==> src/wsd_pkg.sv <==
// ----------------------------------------------------------------------------
// WebSocket deframer package
// Shared types and constants for the frame header parser and its result path.
// ----------------------------------------------------------------------------
package wsd_pkg;

    localparam int unsigned LEN_W = 63;

    // Register defaults after reset.
    localparam logic             REQUIRE_MASK_RST = 1'b1;
    localparam logic [LEN_W-1:0] MAX_LEN_RST      = LEN_W'(10 * 1024 * 1024);

    // Seven-bit length codes that announce an extended length.
    localparam logic [6:0] LEN_CODE_16 = 7'd126;
    localparam logic [6:0] LEN_CODE_64 = 7'd127;

    // Opcodes that are accepted.
    localparam logic [3:0] OP_CONT   = 4'h0;
    localparam logic [3:0] OP_TEXT   = 4'h1;
    localparam logic [3:0] OP_BINARY = 4'h2;
    localparam logic [3:0] OP_CLOSE  = 4'h8;
    localparam logic [3:0] OP_PING   = 4'h9;
    localparam logic [3:0] OP_PONG   = 4'hA;

    // Configuration register indexes (byte address bit 3).
    localparam logic REG_REQUIRE_MASK = 1'b0;
    localparam logic REG_MAX_LEN      = 1'b1;

    typedef enum logic [2:0] {
        EV_PAYLOAD   = 3'd0,
        EV_EMPTY     = 3'd1,
        EV_BAD_OP    = 3'd2,
        EV_UNMASKED  = 3'd3,
        EV_TOO_LONG  = 3'd4
    } t_event;

    typedef struct packed {
        logic             require_mask;
        logic [LEN_W-1:0] max_len;
    } t_cfg;

    typedef struct packed {
        t_event           kind;
        logic [7:0]       payload;
        logic [3:0]       opcode;
        logic             fin;
        logic [LEN_W-1:0] length;
        logic             last;
    } t_result;

endpackage

==> src/websocket_frame_deframer.sv <==
// ----------------------------------------------------------------------------
// WebSocket frame deframer
// Parses received frame headers byte by byte and returns unmasked payload.
// ----------------------------------------------------------------------------
//  Channel   Direction  Carries
//  s_*       in         received byte, tdata[7:0]; restart flag, tuser[0]
//  m_*       out        payload/event request; kind in tuser, last in tlast
//  APB       in/out     require_mask at 0x0, max_frame_length at 0x8
//
// One byte is accepted per cycle; a byte taken goes into the input register,
// and its result reaches m_* through the result register.
// Throughput is one byte per cycle while m_tready stays high; a stall on the
// result side holds the input register and drops s_tready only when both
// registers are full. Synchronous reset clears parser state and valid flags.
// ----------------------------------------------------------------------------
module websocket_frame_deframer
    import wsd_pkg::*;
(
    input  logic        i_clk,
    input  logic        i_rst_n,
    input  logic        s_tvalid,
    output logic        s_tready,
    input  logic [7:0]  s_tdata,   // [7:0] data_byte
    input  logic        s_tuser,   // [0] restart
    output logic        m_tvalid,
    input  logic        m_tready,
    output logic [79:0] m_tdata,   // [7:0] payload_byte, [11:8] frame_opcode,
                                   // [12] final_fragment, [75:13] frame_length
    output logic [2:0]  m_tuser,   // [2:0] event_kind
    output logic        m_tlast,
    input  logic        psel,
    input  logic        penable,
    input  logic        pwrite,
    input  logic [3:0]  paddr,
    input  logic [63:0] pwdata,
    output logic [63:0] prdata,
    output logic        pready
);

    t_cfg    cfg;
    logic    res_valid;
    logic    res_ready;
    t_result res;

    wsd_cfg u_cfg (
        .i_clk   (i_clk),
        .i_rst_n (i_rst_n),
        .psel    (psel),
        .penable (penable),
        .pwrite  (pwrite),
        .paddr   (paddr),
        .pwdata  (pwdata),
        .prdata  (prdata),
        .pready  (pready),
        .o_cfg   (cfg)
    );

    wsd_parser u_parser (
        .i_clk        (i_clk),
        .i_rst_n      (i_rst_n),
        .i_cfg        (cfg),
        .i_in_valid   (s_tvalid),
        .o_in_ready   (s_tready),
        .i_in_byte    (s_tdata),
        .i_in_restart (s_tuser),
        .i_res_ready  (res_ready),
        .o_res_valid  (res_valid),
        .o_res        (res)
    );

    wsd_obuf u_obuf (
        .i_clk       (i_clk),
        .i_rst_n     (i_rst_n),
        .i_res_valid (res_valid),
        .i_res       (res),
        .o_res_ready (res_ready),
        .m_tvalid    (m_tvalid),
        .m_tready    (m_tready),
        .m_tdata     (m_tdata),
        .m_tuser     (m_tuser),
        .m_tlast     (m_tlast)
    );

endmodule

==> src/wsd_cfg.sv <==
// ----------------------------------------------------------------------------
// WebSocket deframer configuration registers
// Register file behind the peripheral bus port: mask policy and length limit.
// ----------------------------------------------------------------------------
module wsd_cfg
    import wsd_pkg::*;
(
    input  logic        i_clk,
    input  logic        i_rst_n,
    input  logic        psel,
    input  logic        penable,
    input  logic        pwrite,
    input  logic [3:0]  paddr,
    input  logic [63:0] pwdata,
    output logic [63:0] prdata,
    output logic        pready,
    output t_cfg        o_cfg
);

    logic             r_require_mask;
    logic [LEN_W-1:0] r_max_len;
    logic             wr_en;

    assign pready = 1'b1;
    assign wr_en  = psel && penable && pwrite;

    // Registers are decoded on address bit 3 alone, eight bytes apart.
    always_ff @(posedge i_clk) begin
        if (!i_rst_n) begin
            r_require_mask <= REQUIRE_MASK_RST;
            r_max_len      <= MAX_LEN_RST;
        end else if (wr_en) begin
            unique case (paddr[3])
                REG_REQUIRE_MASK: r_require_mask <= pwdata[0];
                REG_MAX_LEN:      r_max_len      <= pwdata[LEN_W-1:0];
                default:          r_max_len      <= r_max_len;
            endcase
        end
    end

    always_comb begin
        unique case (paddr[3])
            REG_REQUIRE_MASK: prdata = {63'd0, r_require_mask};
            REG_MAX_LEN:      prdata = {1'b0, r_max_len};
            default:          prdata = '0;
        endcase
    end

    assign o_cfg.require_mask = r_require_mask;
    assign o_cfg.max_len      = r_max_len;

endmodule

==> src/wsd_parser.sv <==
// ----------------------------------------------------------------------------
// WebSocket deframer header parser
// Input register, header state and unmasking: one byte a cycle unless stalled.
// ----------------------------------------------------------------------------
module wsd_parser
    import wsd_pkg::*;
(
    input  logic       i_clk,
    input  logic       i_rst_n,
    input  t_cfg       i_cfg,
    input  logic       i_in_valid,
    output logic       o_in_ready,
    input  logic [7:0] i_in_byte,
    input  logic       i_in_restart,
    input  logic       i_res_ready,
    output logic       o_res_valid,
    output t_result    o_res
);

    typedef enum logic [2:0] {
        PH_START   = 3'd0,
        PH_SECOND  = 3'd1,
        PH_EXTLEN  = 3'd2,
        PH_KEY     = 3'd3,
        PH_PAYLOAD = 3'd4
    } t_phase;

    logic        r_in_valid;
    logic [7:0]  r_in_byte;
    logic        r_in_restart;

    t_phase      r_phase,  n_phase,  c_phase;
    logic [3:0]  r_hbc,    n_hbc,    c_hbc;
    logic        r_fin,    n_fin,    c_fin;
    logic [3:0]  r_op,     n_op,     c_op;
    logic        r_mask,   n_mask,   c_mask;
    logic [63:0] r_len,    n_len,    c_len;
    logic [31:0] r_key,    n_key,    c_key;
    logic [63:0] r_rem,    n_rem,    c_rem;
    logic [1:0]  r_kidx,   n_kidx,   c_kidx;
    logic        r_err,    n_err,    c_err;

    logic        advance;
    logic        do_lk;
    logic        do_bp;
    logic        op_ok;
    logic [7:0]  key_byte;
    logic        res_valid;
    t_result     res;

    // The parser moves on a held byte whenever the result stage can take a request.
    assign advance    = i_res_ready;
    assign o_in_ready = !r_in_valid || advance;

    always_comb begin
        // A restart clears everything before the byte is looked at.
        if (r_in_restart) begin
            c_phase = PH_START;
            c_hbc   = '0;
            c_fin   = 1'b0;
            c_op    = '0;
            c_mask  = 1'b0;
            c_len   = '0;
            c_key   = '0;
            c_rem   = '0;
            c_kidx  = '0;
            c_err   = 1'b0;
        end else begin
            c_phase = r_phase;
            c_hbc   = r_hbc;
            c_fin   = r_fin;
            c_op    = r_op;
            c_mask  = r_mask;
            c_len   = r_len;
            c_key   = r_key;
            c_rem   = r_rem;
            c_kidx  = r_kidx;
            c_err   = r_err;
        end

        n_phase = c_phase;
        n_hbc   = c_hbc;
        n_fin   = c_fin;
        n_op    = c_op;
        n_mask  = c_mask;
        n_len   = c_len;
        n_key   = c_key;
        n_rem   = c_rem;
        n_kidx  = c_kidx;
        n_err   = c_err;

        do_lk     = 1'b0;
        do_bp     = 1'b0;
        res_valid = 1'b0;
        res.kind    = EV_PAYLOAD;
        res.payload = '0;
        res.length  = '0;
        res.last    = 1'b0;

        op_ok = (r_in_byte[3:0] == OP_CONT) || (r_in_byte[3:0] == OP_TEXT) ||
                (r_in_byte[3:0] == OP_BINARY) || (r_in_byte[3:0] == OP_CLOSE) ||
                (r_in_byte[3:0] == OP_PING) || (r_in_byte[3:0] == OP_PONG);

        unique case (c_kidx)
            2'd0:    key_byte = c_key[31:24];
            2'd1:    key_byte = c_key[23:16];
            2'd2:    key_byte = c_key[15:8];
            default: key_byte = c_key[7:0];
        endcase

        if (!c_err) begin
            unique case (c_phase)
                PH_START: begin
                    n_fin  = r_in_byte[7];
                    n_op   = r_in_byte[3:0];
                    n_mask = 1'b0;
                    n_len  = '0;
                    n_key  = '0;
                    n_kidx = '0;
                    n_rem  = '0;
                    if (!op_ok) begin
                        n_err     = 1'b1;
                        res_valid = 1'b1;
                        res.kind  = EV_BAD_OP;
                    end else begin
                        n_phase = PH_SECOND;
                    end
                end
                PH_SECOND: begin
                    n_mask = r_in_byte[7];
                    if (i_cfg.require_mask && !r_in_byte[7]) begin
                        n_err     = 1'b1;
                        n_phase   = PH_START;
                        res_valid = 1'b1;
                        res.kind  = EV_UNMASKED;
                    end else if (r_in_byte[6:0] == LEN_CODE_16) begin
                        n_hbc   = 4'd2;
                        n_len   = '0;
                        n_phase = PH_EXTLEN;
                    end else if (r_in_byte[6:0] == LEN_CODE_64) begin
                        n_hbc   = 4'd8;
                        n_len   = '0;
                        n_phase = PH_EXTLEN;
                    end else begin
                        n_len = {57'd0, r_in_byte[6:0]};
                        do_lk = 1'b1;
                    end
                end
                PH_EXTLEN: begin
                    n_len = {c_len[55:0], r_in_byte};
                    n_hbc = c_hbc - 4'd1;
                    do_lk = (n_hbc == 4'd0);
                end
                PH_KEY: begin
                    n_key = {c_key[23:0], r_in_byte};
                    n_hbc = c_hbc - 4'd1;
                    do_bp = (n_hbc == 4'd0);
                end
                PH_PAYLOAD: begin
                    n_kidx      = c_kidx + 2'd1;
                    n_rem       = c_rem - 64'd1;
                    res_valid   = 1'b1;
                    res.kind    = EV_PAYLOAD;
                    res.payload = r_in_byte ^ key_byte;
                    res.length  = c_len[LEN_W-1:0];
                    res.last    = (n_rem == 64'd0);
                    if (n_rem == 64'd0) begin
                        n_phase = PH_START;
                    end
                end
                default: n_phase = PH_START;
            endcase
        end

        // Whole length known: check the limit, then key or payload.
        if (do_lk) begin
            if (n_len > {1'b0, i_cfg.max_len}) begin
                n_err      = 1'b1;
                n_phase    = PH_START;
                res_valid  = 1'b1;
                res.kind   = EV_TOO_LONG;
                res.length = n_len[LEN_W-1:0];
            end else if (n_mask) begin
                n_hbc   = 4'd4;
                n_phase = PH_KEY;
            end else begin
                do_bp = 1'b1;
            end
        end

        if (do_bp) begin
            n_kidx = '0;
            n_rem  = n_len;
            if (n_len == 64'd0) begin
                n_phase   = PH_START;
                res_valid = 1'b1;
                res.kind  = EV_EMPTY;
                res.last  = 1'b1;
            end else begin
                n_phase = PH_PAYLOAD;
            end
        end

        res.opcode = n_op;
        res.fin    = n_fin;
        res_valid  = res_valid && r_in_valid;
    end

    always_ff @(posedge i_clk) begin
        if (!i_rst_n) begin
            r_in_valid <= 1'b0;
            r_phase    <= PH_START;
            r_hbc      <= '0;
            r_fin      <= 1'b0;
            r_op       <= '0;
            r_mask     <= 1'b0;
            r_len      <= '0;
            r_key      <= '0;
            r_rem      <= '0;
            r_kidx     <= '0;
            r_err      <= 1'b0;
        end else begin
            if (o_in_ready) begin
                r_in_valid <= i_in_valid;
                if (i_in_valid) begin
                    r_in_byte    <= i_in_byte;
                    r_in_restart <= i_in_restart;
                end
            end
            if (r_in_valid && advance) begin
                r_phase <= n_phase;
                r_hbc   <= n_hbc;
                r_fin   <= n_fin;
                r_op    <= n_op;
                r_mask  <= n_mask;
                r_len   <= n_len;
                r_key   <= n_key;
                r_rem   <= n_rem;
                r_kidx  <= n_kidx;
                r_err   <= n_err;
            end
        end
    end

    assign o_res_valid = res_valid;
    assign o_res       = res;

`ifndef SYNTHESIS
    a_err_silent: assert property (@(posedge i_clk) disable iff (!i_rst_n)
        r_in_valid && r_err && !r_in_restart |-> !res_valid)
        else $error("result produced while an error is latched");

    a_hold_on_stall: assert property (@(posedge i_clk) disable iff (!i_rst_n)
        r_in_valid && !advance |=>
            r_in_valid && $stable(r_in_byte) && $stable(r_in_restart))
        else $error("input request changed while the result stage was full");

    a_payload_count: assert property (@(posedge i_clk) disable iff (!i_rst_n)
        r_phase == PH_PAYLOAD |-> r_rem != 64'd0)
        else $error("payload phase with no bytes remaining");

    a_last_ends_frame: assert property (@(posedge i_clk) disable iff (!i_rst_n)
        res_valid && res.last && advance |=> r_phase == PH_START)
        else $error("frame end did not return to frame start");
`endif

endmodule

==> src/wsd_obuf.sv <==
// ----------------------------------------------------------------------------
// WebSocket deframer result register
// Holds one result request for the downstream side and packs it for the bus.
// ----------------------------------------------------------------------------
module wsd_obuf
    import wsd_pkg::*;
(
    input  logic        i_clk,
    input  logic        i_rst_n,
    input  logic        i_res_valid,
    input  t_result     i_res,
    output logic        o_res_ready,
    output logic        m_tvalid,
    input  logic        m_tready,
    output logic [79:0] m_tdata,
    output logic [2:0]  m_tuser,
    output logic        m_tlast
);

    logic    r_valid;
    t_result r_res;

    assign o_res_ready = !r_valid || m_tready;

    always_ff @(posedge i_clk) begin
        if (!i_rst_n) begin
            r_valid <= 1'b0;
        end else begin
            if (o_res_ready) begin
                r_valid <= i_res_valid;
                if (i_res_valid) begin
                    r_res <= i_res;
                end
            end
        end
    end

    assign m_tvalid = r_valid;
    assign m_tdata  = {4'd0, r_res.length, r_res.fin, r_res.opcode, r_res.payload};
    assign m_tuser  = r_res.kind;
    assign m_tlast  = r_res.last;

endmodule

==> config.mk <==
export PLATFORM = sky130hd
export DESIGN_NAME = websocket_frame_deframer
export DESIGN_NICKNAME = d
export VERILOG_FILES = /design/src/wsd_pkg.sv /design/src/websocket_frame_deframer.sv /design/src/wsd_cfg.sv /design/src/wsd_parser.sv /design/src/wsd_obuf.sv
export SDC_FILE = /design/constraint.sdc
export NUM_CORES = 1
export LEC_CHECK = 0
export BUFFER_PORTS_ARGS = -buffer_cell sky130_fd_sc_hd__buf_4
export CORE_MARGIN = 5
export CORE_UTILIZATION = 60
export CTS_CLUSTER_DIAMETER = 30
export DETAILED_ROUTE_END_ITERATION = 7
export HOLD_SLACK_MARGIN = 0.1
export PLACE_DENSITY = 0.89
export SYNTH_ARGS = -nofsm -noshare
export SYNTH_HDL_FRONTEND = slang
export SYNTH_SLANG_ARGS = --single-unit
==> constraint.sdc <==
create_clock -name i_clk -period 17 [get_ports i_clk]
set_input_delay 2.55 -clock i_clk [delete_from_list [all_inputs] [get_ports i_clk]]
set_output_delay 2.55 -clock i_clk [all_outputs]
set_load 0.01 [all_outputs]
==> Flow_metrics.wiki <==
{| class="wikitable"
! Metric !! Value
|-
| Largest net degree at the start of global routing || 134
|-
| Synthesis Warnings || 0
|-
| Post-synthesis sequential element count || 331
|-
| Max IR drop VDD || 0.000104 V
|-
| Global-route wire length before repair || 114000 um
|-
| Clock tree skew after final layout || 32.9 ps
|-
| Leak || just over 10 nW
|-
| Cell accounting for the most synthesized area || sky130_fd_sc_hd__dfxtp_1
|-
| Post-CTS Hold Fix Bufs || 0
|-
| Chip Width || 193 um
|-
| Area of the die || about 0.037 sq mm
|-
| Wirelength per Cell || 23.4 um
|-
| Vias in the first global route || 20368
|-
| Max-Cap Viols || 0
|-
| Total core area || 0.0327 sq mm
|-
| Setup slack after layout || 8900 ps
|-
| CTS root buf || sky130_fd_sc_hd__clkbuf_16
|-
| Post-Synth Adder-Cell Area || 0.0444
|-
| CP startpoint kind || flop
|-
| Insertion delay to the later sink of the worst-skew pair || roughly 600 ps
|-
| Post-synthesis cell area || between 0.02 and 0.025 sq mm
|-
| Die boundary height || roughly 190 um
|-
| Proportion of synthesized chip area in sequential cells || 0.375
|-
| Wire length after detailed routing || 73800 um
|-
| Area delta synth->final || 21.2%
|-
| Distinct cell type count after synthesis || 88
|-
| Top library cells by usage in the layout, fill and taps aside || 394 x sky130_fd_sc_hd__nand2_1, 246 x sky130_fd_sc_hd__buf_4, 242 x sky130_fd_sc_hd__dfxtp_1
|-
| Arrival time at the worst endpoint || 8290 ps
|-
| Global placer's final weighted congestion || about 0.96
|-
| Fin nets || around 2800
|-
| Sum of internal, switching and leakage power || between 2 and 3 mW
|-
| Main area contributors after synthesis || sky130_fd_sc_hd__dfxtp_1 24%, sky130_fd_sc_hd__edfxtp_1 13%, sky130_fd_sc_hd__nand2_1 7.4%
|-
| Period minus WS final || 8100 ps
|-
| Main combinational cell family by area after synthesis || compound AO/OA/AOI/OAI gates
|-
| Cell chain of the critical path || buf_4, nor3_1, nand2_1, o31ai_1, a22oi_1, inv_1, ha_1, o21ai_0, a21oi_1, o21ai_0, o22ai_1, or3_1, a221oi_4, nor2_4, or2_1, a21oi_4, buf_4
|-
| Maximum clock insertion buffer count || 3
|-
| Setup Buffers After CTS || 0
|-
| Pre-CTS setup slack || between 9000 and 10000 ps
|-
| TritonCTS clock tree || done
|-
| Violations in the final reports || design-rule violations
|-
| Worst Setup End Kind || flop
|-
| Hold/Removal Path Class || reg2reg
|-
| Commonest non-fill, non-tap cell in the layout || sky130_fd_sc_hd__nand2_1
|-
| Initial antenna violation count || 2
|-
| Post-cts gate resize count || 0
|-
| Achievable frequency || 0.124 GHz
|-
| Detailed Place HPWL || ~50000 um
|-
| Master of the slowest instance on the critical path || sky130_fd_sc_hd__o31ai_1
|-
| Drt first pass iters || 8
|-
| PortBufs || 224
|-
| Required time worst endpoint || roughly 17000 ps
|-
| Setup repair after global routing missed its margin || false
|-
| Number of clock sinks || approximately 330
|-
| Ratio of final minimum period to clock period || 0.476
|-
| Portion of netlist area occupied by mux cells || 0.0198
|-
| Via count of the routed design || ~21000
|-
| Slew at the pin closest to its max-slew limit || 1310 ps
|-
| Detail-routed via count per cell || between 6 and 7
|-
| Share of the synthesized area in compound gates (AO/OA/AOI/OAI) || 0.245
|-
| Proportion of layout cells with a drive suffix above 1 || 0.152
|-
| Power density over cell area || 108 mW/mm^2
|-
| Number of standard cells after synthesis || about 2500
|-
| Fraction of synthesis flops using an asynchronous set or reset pin || 0
|-
| Initial standard-cell utilization of the core || 0.612
|-
| Total routing usage reported by global routing || 0.387
|-
| Mean Syn Cell Area || 7.97 sq um
|-
| Slowest cell delay on critical path || 980 ps
|-
| Maximum level of the CTS H-tree || 3
|-
| Yosys top cell area share || 0.242
|-
| Num CTS Buffers || 76
|-
| Number of synthesized flops with an enable pin || between 80 and 90
|-
| DRC violation count after routing || 7
|-
| Boundary pin count || 235
|-
| Global-route congestion overflow total || 0
|-
| Total count of hold-check failures in the final report || 0
|-
| Post-synthesis simple-gate area fraction || 0.237
|-
| Highest fanout seen on the critical path || 66
|-
| Category of the critical setup timing path || reg2reg
|-
| Max Transition Viols Final || 0
|-
| Most common flop cell mapped by yosys || sky130_fd_sc_hd__dfxtp_1
|-
| Clock transition at the registers of the reported paths || 50 ps
|-
| Number of setup violations in the final report || 0
|-
| Num rows || 66
|-
| Count of nets left with antenna violations after detail routing || 0
|-
| Violation count after the first detailed-route iteration || 3629
|-
| Run status || finished with violations
|-
| Setup tns final || 0 ps
|-
| Synthesized-area fraction occupied by xor and xnor cells || 0.0109
|-
| Slew margin rel. || 0.123
|}
[report_power, final]
group	total [mW]	internal, mW	switching (mW)
Combinational	0.295	0.105	0.190
Sequential	0.879	0.838	0.0416
Clock	1.45	0.960	0.491
Total	2.63	1.90	0.723
[synthesized netlist by cell type (11+ instances only)]
library cell / n
sky130_fd_sc_hd__a211oi_1: 12
sky130_fd_sc_hd__a21boi_0: 74
sky130_fd_sc_hd__a21o_1: 16
sky130_fd_sc_hd__a21oi_1: 103
sky130_fd_sc_hd__a22oi_1: 108
sky130_fd_sc_hd__a31oi_1: 15
sky130_fd_sc_hd__and3_1: 11
sky130_fd_sc_hd__buf_1: 21
sky130_fd_sc_hd__buf_2: 16
sky130_fd_sc_hd__clkbuf_1: 159
sky130_fd_sc_hd__dfxtp_1: 242
sky130_fd_sc_hd__edfxtp_1: 89
sky130_fd_sc_hd__ha_1: 71
sky130_fd_sc_hd__inv_1: 141
sky130_fd_sc_hd__mux2i_1: 34
sky130_fd_sc_hd__nand2_1: 394
sky130_fd_sc_hd__nand2b_1: 12
sky130_fd_sc_hd__nand3_1: 68
sky130_fd_sc_hd__nand4_1: 42
sky130_fd_sc_hd__nor2_1: 201
sky130_fd_sc_hd__nor2b_1: 51
sky130_fd_sc_hd__nor3_1: 66
sky130_fd_sc_hd__nor4_1: 42
sky130_fd_sc_hd__o211a_1: 64
sky130_fd_sc_hd__o211ai_1: 11
sky130_fd_sc_hd__o21ai_0: 179
sky130_fd_sc_hd__o311ai_1: 24
sky130_fd_sc_hd__or3_1: 28
sky130_fd_sc_hd__or4_1: 11
sky130_fd_sc_hd__xnor2_1: 14
sky130_fd_sc_hd__xor2_1: 11
[cell type report]
cell class              instances  area (sq um)
flip-flops and latches        331          7520
multi-input cells            1840         11200
clock buffers                  91          2060
well taps                     442           553
inverters                     143           537
repair buffers                247          1860
fillers                      2292          8440
diodes                          1          2.50
clock inverters                51           490
[metrics by stage]
| step | utilization | cells | hold slack [ps] | area [sq um] |
|---|---|---|---|---|
| 3_3_place_gp | 0.664 | 3003 | 438 | 21700 |
| 6_report | 0.742 | 3146 | 458 | 24300 |
| 4_1_cts | 0.742 | 3145 | 462 | 24300 |
| 5_1_grt | 0.742 | 3145 | 483 | 24300 |
| 3_5_place_dp | 0.664 | 3003 | 449 | 21700 |
| 2_1_floorplan | - | 2517 | 431 | 20000 |
[worst max-delay path, delay by kind of cell, from the launching register on]
family,cells,cell delay (ps)
AO/OA/AOI/OAI,8,3510
AND/OR/NAND/NOR,5,1840
flip-flops,1,600
buffers and inverters,3,1380
adder cells (fa/ha/maj),1,260
[final timing paths]
kind / startpoint / end / slack (ps) / cells past startpoint
hold / removal: u_parser.r_mask / u_parser.r_mask / 460 / 2
setup / recovery: u_parser.r_phase[2] / u_obuf.m_tdata[67] / 8900 / 17
setup reg to reg: u_parser.r_phase[2] / u_obuf.m_tdata[67] / 8900 / 17
hold reg to reg: u_parser.r_mask / u_parser.r_mask / 460 / 2
[registers in the layout, summed over array words and instances, names as in the netlist, 2 cells and up]
name / cells
u_parser.r_key: 32
u_cfg.r_max_len: 63
u_parser.r_phase: 3
u_parser.r_rem: 64
u_obuf.m_tdata: 76
u_parser.r_in_byte: 8
u_parser.r_op: 4
u_parser.r_kidx: 2
u_parser.r_len: 64
u_parser.r_hbc: 4
u_obuf.m_tuser: 3
[cells by family after synthesis]
family	count (synthesis)
and+or+nand+nor	994
AOI/OAI and AO/OA	705
buffers and inverters	346
DFF	331
adders and majority gates	71
muxes	39
xor gates and xnor gates	25
other	2
[layer usage]
metal / up-vias / GRT usage / wire [um]
met5: - / 0.00687 / 13
met4: 2 / 0.183 / 3670
met3: 310 / 0.123 / 9900
met2: 1567 / 0.591 / 32500
met1: 9938 / 0.500 / 27700
li1: 9357 / - / -
Note: power is estimated with default switching activity, not from simulation.
